**src/crt_pkg.sv**
```systemverilog
// Shared types and constants of the CRT solver: status codes, datapath
// operations, controller states and the command and flag structs.
// No dependencies.
`timescale 1ns / 1ps
`default_nettype none

package crt_pkg;

	localparam int MAX_PAIRS_DEF = 32;
	localparam int RES_W         = 63;
	localparam int MOD_W         = 62;
	localparam int DW            = 64;

	localparam logic [DW-1:0] MASK63 = 64'h7FFF_FFFF_FFFF_FFFF;
	localparam logic [DW-1:0] POW63  = 64'h8000_0000_0000_0000;

	typedef enum logic [1:0] {
		STS_OK     = 2'd0,
		STS_OVF    = 2'd1,
		STS_NOTCOP = 2'd2,
		STS_FULL   = 2'd3
	} sts_t;

	typedef enum logic [4:0] {
		OP_NONE, OP_STORE, OP_INIT, OP_READ, OP_ZERO, OP_DIV_LIM, OP_OVF,
		OP_MUL_PROD, OP_PROD_SET, OP_NEXT, OP_IDX_CLR, OP_DIV_PART,
		OP_SAVE_PART, OP_DIV_A, OP_EUC_INIT, OP_DIV_EUC, OP_EUC_STEP,
		OP_DIV_INV, OP_SAVE_INV, OP_DIV_RED, OP_SAVE_RED, OP_MUL_T,
		OP_MUL_TERM, OP_ACC, OP_EMIT
	} op_t;

	typedef enum logic [4:0] {
		ST_IDLE, ST_CHECK, ST_P_LOOP, ST_P_TEST, ST_P_DIV, ST_P_MUL, ST_P_NEXT,
		ST_P_END, ST_S_LOOP, ST_S_PART, ST_S_PARTW, ST_S_A, ST_S_AW, ST_E_TEST,
		ST_E_W, ST_I_W, ST_R_DIV, ST_R_W, ST_M1, ST_M1W, ST_M2W, ST_S_NEXT
	} state_t;

	typedef struct packed {
		op_t  op;
		sts_t sts;
	} cmd_t;

	typedef struct packed {
		logic too_many;
		logic m_zero;
		logic idx_end;
		logic prod_over;
		logic r_zero;
		logic oldr_one;
		logic div_done;
		logic mul_done;
		logic zf;
		logic of;
	} flags_t;

endpackage

`default_nettype wire

```
**src/crt_ctrl.sv**
```systemverilog
// Controller of the CRT solver: takes items, then sequences the zero and
// product pass and the per-pair inverse and accumulate pass. Depends on crt_pkg.
`timescale 1ns / 1ps
`default_nettype none

module crt_ctrl (
	input  wire logic            clk,
	input  wire logic            arst_n,
	input  wire logic            start,
	input  wire logic            last,
	input  wire crt_pkg::flags_t flags,
	output logic                 busy,
	output crt_pkg::cmd_t        cmd
);

	crt_pkg::state_t state_q;
	crt_pkg::state_t state_d;

	always_ff @(posedge clk or negedge arst_n) begin
		if (!arst_n) state_q <= crt_pkg::ST_IDLE;
		else         state_q <= state_d;
	end

	always_comb begin
		state_d = state_q;
		unique case (state_q)
			crt_pkg::ST_IDLE:    if (start && last) state_d = crt_pkg::ST_CHECK;
			crt_pkg::ST_CHECK:   state_d = flags.too_many ? crt_pkg::ST_IDLE : crt_pkg::ST_P_LOOP;
			crt_pkg::ST_P_LOOP:  state_d = flags.idx_end ? crt_pkg::ST_P_END : crt_pkg::ST_P_TEST;
			crt_pkg::ST_P_TEST:  state_d = (flags.m_zero || flags.of) ? crt_pkg::ST_P_NEXT
			                               : crt_pkg::ST_P_DIV;
			crt_pkg::ST_P_DIV:   if (flags.div_done)
				state_d = flags.prod_over ? crt_pkg::ST_P_NEXT : crt_pkg::ST_P_MUL;
			crt_pkg::ST_P_MUL:   if (flags.mul_done) state_d = crt_pkg::ST_P_NEXT;
			crt_pkg::ST_P_NEXT:  state_d = crt_pkg::ST_P_LOOP;
			crt_pkg::ST_P_END:   state_d = (flags.zf || flags.of) ? crt_pkg::ST_IDLE
			                               : crt_pkg::ST_S_LOOP;
			crt_pkg::ST_S_LOOP:  state_d = flags.idx_end ? crt_pkg::ST_IDLE : crt_pkg::ST_S_PART;
			crt_pkg::ST_S_PART:  state_d = crt_pkg::ST_S_PARTW;
			crt_pkg::ST_S_PARTW: if (flags.div_done) state_d = crt_pkg::ST_S_A;
			crt_pkg::ST_S_A:     state_d = crt_pkg::ST_S_AW;
			crt_pkg::ST_S_AW:    if (flags.div_done) state_d = crt_pkg::ST_E_TEST;
			crt_pkg::ST_E_TEST: begin
				if (!flags.r_zero)       state_d = crt_pkg::ST_E_W;
				else if (flags.oldr_one) state_d = crt_pkg::ST_I_W;
				else                     state_d = crt_pkg::ST_IDLE;
			end
			crt_pkg::ST_E_W:     if (flags.div_done) state_d = crt_pkg::ST_E_TEST;
			crt_pkg::ST_I_W:     if (flags.div_done) state_d = crt_pkg::ST_R_DIV;
			crt_pkg::ST_R_DIV:   state_d = crt_pkg::ST_R_W;
			crt_pkg::ST_R_W:     if (flags.div_done) state_d = crt_pkg::ST_M1;
			crt_pkg::ST_M1:      state_d = crt_pkg::ST_M1W;
			crt_pkg::ST_M1W:     if (flags.mul_done) state_d = crt_pkg::ST_M2W;
			crt_pkg::ST_M2W:     if (flags.mul_done) state_d = crt_pkg::ST_S_NEXT;
			crt_pkg::ST_S_NEXT:  state_d = crt_pkg::ST_S_LOOP;
			default:             state_d = crt_pkg::ST_IDLE;
		endcase
	end

	always_comb begin
		cmd.op  = crt_pkg::OP_NONE;
		cmd.sts = crt_pkg::STS_OK;
		unique case (state_q)
			crt_pkg::ST_IDLE:    if (start) cmd.op = crt_pkg::OP_STORE;
			crt_pkg::ST_CHECK: begin
				if (flags.too_many) begin
					cmd.op  = crt_pkg::OP_EMIT;
					cmd.sts = crt_pkg::STS_FULL;
				end else begin
					cmd.op  = crt_pkg::OP_INIT;
				end
			end
			crt_pkg::ST_P_LOOP:  if (!flags.idx_end) cmd.op = crt_pkg::OP_READ;
			crt_pkg::ST_P_TEST: begin
				if (flags.m_zero)   cmd.op = crt_pkg::OP_ZERO;
				else if (!flags.of) cmd.op = crt_pkg::OP_DIV_LIM;
			end
			crt_pkg::ST_P_DIV:   if (flags.div_done)
				cmd.op = flags.prod_over ? crt_pkg::OP_OVF : crt_pkg::OP_MUL_PROD;
			crt_pkg::ST_P_MUL:   if (flags.mul_done) cmd.op = crt_pkg::OP_PROD_SET;
			crt_pkg::ST_P_NEXT:  cmd.op = crt_pkg::OP_NEXT;
			crt_pkg::ST_P_END: begin
				// a zero modulus outranks product overflow
				if (flags.zf) begin
					cmd.op  = crt_pkg::OP_EMIT;
					cmd.sts = crt_pkg::STS_NOTCOP;
				end else if (flags.of) begin
					cmd.op  = crt_pkg::OP_EMIT;
					cmd.sts = crt_pkg::STS_OVF;
				end else begin
					cmd.op  = crt_pkg::OP_IDX_CLR;
				end
			end
			crt_pkg::ST_S_LOOP:  cmd.op = flags.idx_end ? crt_pkg::OP_EMIT : crt_pkg::OP_READ;
			crt_pkg::ST_S_PART:  cmd.op = crt_pkg::OP_DIV_PART;
			crt_pkg::ST_S_PARTW: if (flags.div_done) cmd.op = crt_pkg::OP_SAVE_PART;
			crt_pkg::ST_S_A:     cmd.op = crt_pkg::OP_DIV_A;
			crt_pkg::ST_S_AW:    if (flags.div_done) cmd.op = crt_pkg::OP_EUC_INIT;
			crt_pkg::ST_E_TEST: begin
				if (!flags.r_zero) begin
					cmd.op  = crt_pkg::OP_DIV_EUC;
				end else if (flags.oldr_one) begin
					cmd.op  = crt_pkg::OP_DIV_INV;
				end else begin
					cmd.op  = crt_pkg::OP_EMIT;
					cmd.sts = crt_pkg::STS_NOTCOP;
				end
			end
			crt_pkg::ST_E_W:     if (flags.div_done) cmd.op = crt_pkg::OP_EUC_STEP;
			crt_pkg::ST_I_W:     if (flags.div_done) cmd.op = crt_pkg::OP_SAVE_INV;
			crt_pkg::ST_R_DIV:   cmd.op = crt_pkg::OP_DIV_RED;
			crt_pkg::ST_R_W:     if (flags.div_done) cmd.op = crt_pkg::OP_SAVE_RED;
			crt_pkg::ST_M1:      cmd.op = crt_pkg::OP_MUL_T;
			crt_pkg::ST_M1W:     if (flags.mul_done) cmd.op = crt_pkg::OP_MUL_TERM;
			crt_pkg::ST_M2W:     if (flags.mul_done) cmd.op = crt_pkg::OP_ACC;
			crt_pkg::ST_S_NEXT:  cmd.op = crt_pkg::OP_NEXT;
			default: ;
		endcase
	end

	assign busy = (state_q != crt_pkg::ST_IDLE);

endmodule

`default_nettype wire

```
**config.mk**
```make
export PLATFORM = sky130hd
export DESIGN_NAME = crt_ctrl
export DESIGN_NICKNAME = d
export VERILOG_FILES = /design/src/crt_pkg.sv /design/src/crt_ctrl.sv
export SDC_FILE = /design/constraint.sdc
export NUM_CORES = 1
export LEC_CHECK = 0
export BUFFER_PORTS_ARGS = -buffer_cell sky130_fd_sc_hd__buf_2
export CORE_MARGIN = 10
export CORE_UTILIZATION = 33
export CTS_BUF_LIST = sky130_fd_sc_hd__clkbuf_16
export CTS_CLUSTER_SIZE = 16
export DETAILED_ROUTE_END_ITERATION = 7
export GPL_ROUTABILITY_DRIVEN = 0
export PLACE_DENSITY = 0.57
export SLEW_MARGIN = 0
export SYNTH_ARGS = -nofsm -noshare
export SYNTH_HDL_FRONTEND = slang
export SYNTH_SLANG_ARGS = --single-unit
```
**constraint.sdc**
```tcl
create_clock -name clk -period 2.3 [get_ports clk]
set_clock_uncertainty 0.05 [all_clocks]
set_input_delay 0.115 -clock clk [delete_from_list [all_inputs] [get_ports clk]]
set_output_delay 0.115 -clock clk [all_outputs]
set_load 0.1 [all_outputs]
```
==> impl_metrics.csv <==
group,metric,value,unit
synthesis,netlist_top_cells_area,"dfrtp_1 (12%), a21oi_1 (7.0%), nand2_1 (6.3%), nor3_1 (5.0%), o21ai_0 (5.0%)",
die,die_x,75.2,um
layout,largest_register_ffs,5,
timing,setup_ws,0.123,ns
timing,finalHoldWorstSlack,0.193,ns
layout,reg_top3,"state_q (5)",
synthesis,ys_seq_area_share,12.4,%
die,die_h,75.2,um
drt,routed_wl,3710,um
synthesis,ys_ff_latch,5,
timing,finalCritPeriodShare,94.6,%
synthesis,synth_edf_count,0,
die,dieArea,5660,um^2
critical_path,r2r_cells,6,
critical_path,crit_fanout,13,
grt,grt_remaining_overflow,0,
layout,final_util,49.7,%
critical_path,crit_path_end_kind,"output pin",
critical_path,cp_num_cells,7,
critical_path,cp-endpoint,"cmd[5]",
drt,viasPerCell,6.43,
clocking,cts-buffers-inserted,3,
critical_path,path_common_cell,"buf_4",
critical_path,critPathMaxStageDelay,0.47,ns
timing,setup_violations,0,
grt,grt_pass1_wl,6090,um
die,num_rows,19,
critical_path,worstReg2RegStart,"state_q[0]$_DFFE_PN0P_",
clocking,cts_tree,"built",
timing,worst_slew_pin_slew,0.503,ns
critical_path,required,2.13,ns
die,pin_count,22,
synthesis,syn_area,1010,um^2
placed_design,place_ws,0.257,ns
clocking,clock-sinks,5,
synthesis,syn_area_per_cell,6.66,um^2
timing,fin_crit,2.18,ns
layout,nNetsFinal,191,
clocking,clk_pin_slew,0.03,ns
grt,grt_pass1_vias,1236,
synthesis,synthArstFlopShare,100,%
layout,seq_area,125,um^2
layout,regMostFlops,"state_q",
critical_path,cp_top_family,"compound AO/OA/AOI/OAI gates",
status,outcome,"completed",
clocking,clk_latency,0.22,ns
die,initial_core_util,35.6,%
critical_path,critPathBufInv,3,
synthesis,ys_types,46,
critical_path,cp_data_arrival_time,2.01,ns
synthesis,syn_inst,151,
synthesis,synthFlopType,"dfrtp_1",
drt,num_vias,1332,
placed_design,io_buffers,21,
critical_path,crit_slowest_cell,"dfrtp_1",
grt,grt_max_degree,16,
timing,max_slew_margin,66.0,%
layout,diodes,0,
synthesis,yosysTopAreaCellShare,12.4,%
layout,layout-drive-gt1-share,30.1,%
job,maxCapViolCount,0,
min_path,min_path_type,"input port to async pin",
drt,antenna_left,0,
synthesis,yosysTopAreaCell,"dfrtp_1",
critical_path,setup.worst_path.start,"state_q[3]$_DFFE_PN0P_",
critical_path,r2r_end,"state_q[0]$_DFFE_PN0P_",
layout,multi_input_area,816,um^2
synthesis,synthesis.nets,165,
timing,fmax,459,MHz
synthesis,yosys_warnings,0,
grt,antenna_found_initial,0,
critical_path,critPathLaunchType,"register",
timing,slew_viol_final,0,
grt,grt_util_all_layers,13.5,%
drt,drtIter0Drc,244,
die,core,2830,um^2
clocking,cts_root_buffer,"clkbuf_16",
layout,mostFrequentLayoutCell,"nand2_1",
critical_path,path_cells,"buf_4, buf_4, nand2_1, o21ai_0, a22oi_1, o21ai_2, buf_12",
drt,wire_per_inst,17.9,um
drt,first_pass_iters,5,
critical_path,ff2ff_setup_slack,0.27,ns
layout,fillers,283,
drt,route.detailed.drc,0,
clocking,htree_levels,1,
clocking,cts.path.max_buffers,2,
timing,finalHoldViolations,0,
placed_design,hpwl,2830,um
critical_path,crit_type,"register to output pin",
layout,final_cell_mix,"nand2_1 (16), buf_4 (15), a21oi_1 (14), buf_2 (14), nor2_1 (13)",
timing,rsz0062_at_grt,"no",
layout,area_delta_synth_final,39.8,%
clocking,cts_setup_buffers,0,
[synth_stat cells (2+ instances only)]
library cell and number:
o32ai_1 3, o22ai_1 3, buf_4 2, mux2_4 3
nor3b_1 2, nor3_1 10, o21ai_0 10, clkbuf_1 3
nor2_1 13, nand3_1 4, a21oi_1 14, dfrtp_1 5
o31ai_1 3, inv_1 4, a22oi_1 3, nand2_1 17
o311ai_0 2, buf_2 9, a31oi_1 5, nor2b_1 6
nand2b_1 4, a311oi_1 2
[per-layer routing]
| metal | part of all wire, % | GRT usage (%) |
|---|---|---|
| met5 | 0 | 0 |
| met3 | 11 | 4.07 |
| met1 | 43 | 18.5 |
| met2 | 45 | 20.7 |
| met4 | 0.78 | 1.86 |
[metrics by stage]
stage	area [um^2]	TNS, ns	cells
after floorplan	1020	-0.283	151
after global placement	1300	0	202
after detailed placement	1300	0	202
after CTS	1390	0	207
after global routing	1410	0	207
final	1410	0	207
[worst register-to-register path, cell delays in order (launching register included)]
cell      delay (ns)
dfrtp_1         0.45
buf_4           0.22
xnor2_1         0.13
or4_1           0.41
o311ai_1        0.13
or2_4           0.23
mux2_4          0.30
[what timing repair did]
| item | 4_1_cts | 5_1_grt |
|---|---|---|
| endpoints found under the setup margin | 0 | 3 |
| gates resized for setup | 0 | 6 |
| hold buffers | 1 | 0 |
| hold endpoints to repair | 5 | 0 |
[kinds of logic (layout without fill, tap and decap cells)]
group           count (synthesis)  after routing  synth area share (%)
compound gates                 56             56                  37.4
buf+inv                        20             45                  10.1
mux                             4              4                  5.47
fa+ha+maj                       1              1                 0.995
simple gates                   64             64                  32.7
flops                           5              5                  12.4
xor+xnor                        1              1                 0.871
[how the worst min path moves through the flow]
| stage | start | to | cells past startpoint |
|---|---|---|---|
| 2_1_floorplan | arst_n | state_q[0]$_DFFE_PN0P_ | 0 |
| 3_3_place_gp | arst_n | state_q[3]$_DFFE_PN0P_ | 1 |
| 3_5_place_dp | arst_n | state_q[2]$_DFFE_PN0P_ | 1 |
| 4_1_cts | arst_n | state_q[4]$_DFFE_PN0P_ | 2 |
| 5_1_grt | arst_n | state_q[2]$_DFFE_PN0P_ | 2 |
| 6_report | arst_n | state_q[2]$_DFFE_PN0P_ | 2 |
[final cells by class]
type                    count  area share, %
multi-input cells         126           58.0
repair buffers             37           23.7
flip-flops and latches      5           8.90
clock buffers               3           5.34
well taps                  31           2.76
inverters                   4           1.07
clock inverters             1          0.267
Power is left out: the tool's default activity adds up to more than one toggle a clock period on the data nets, which glitch-free logic cannot reach.
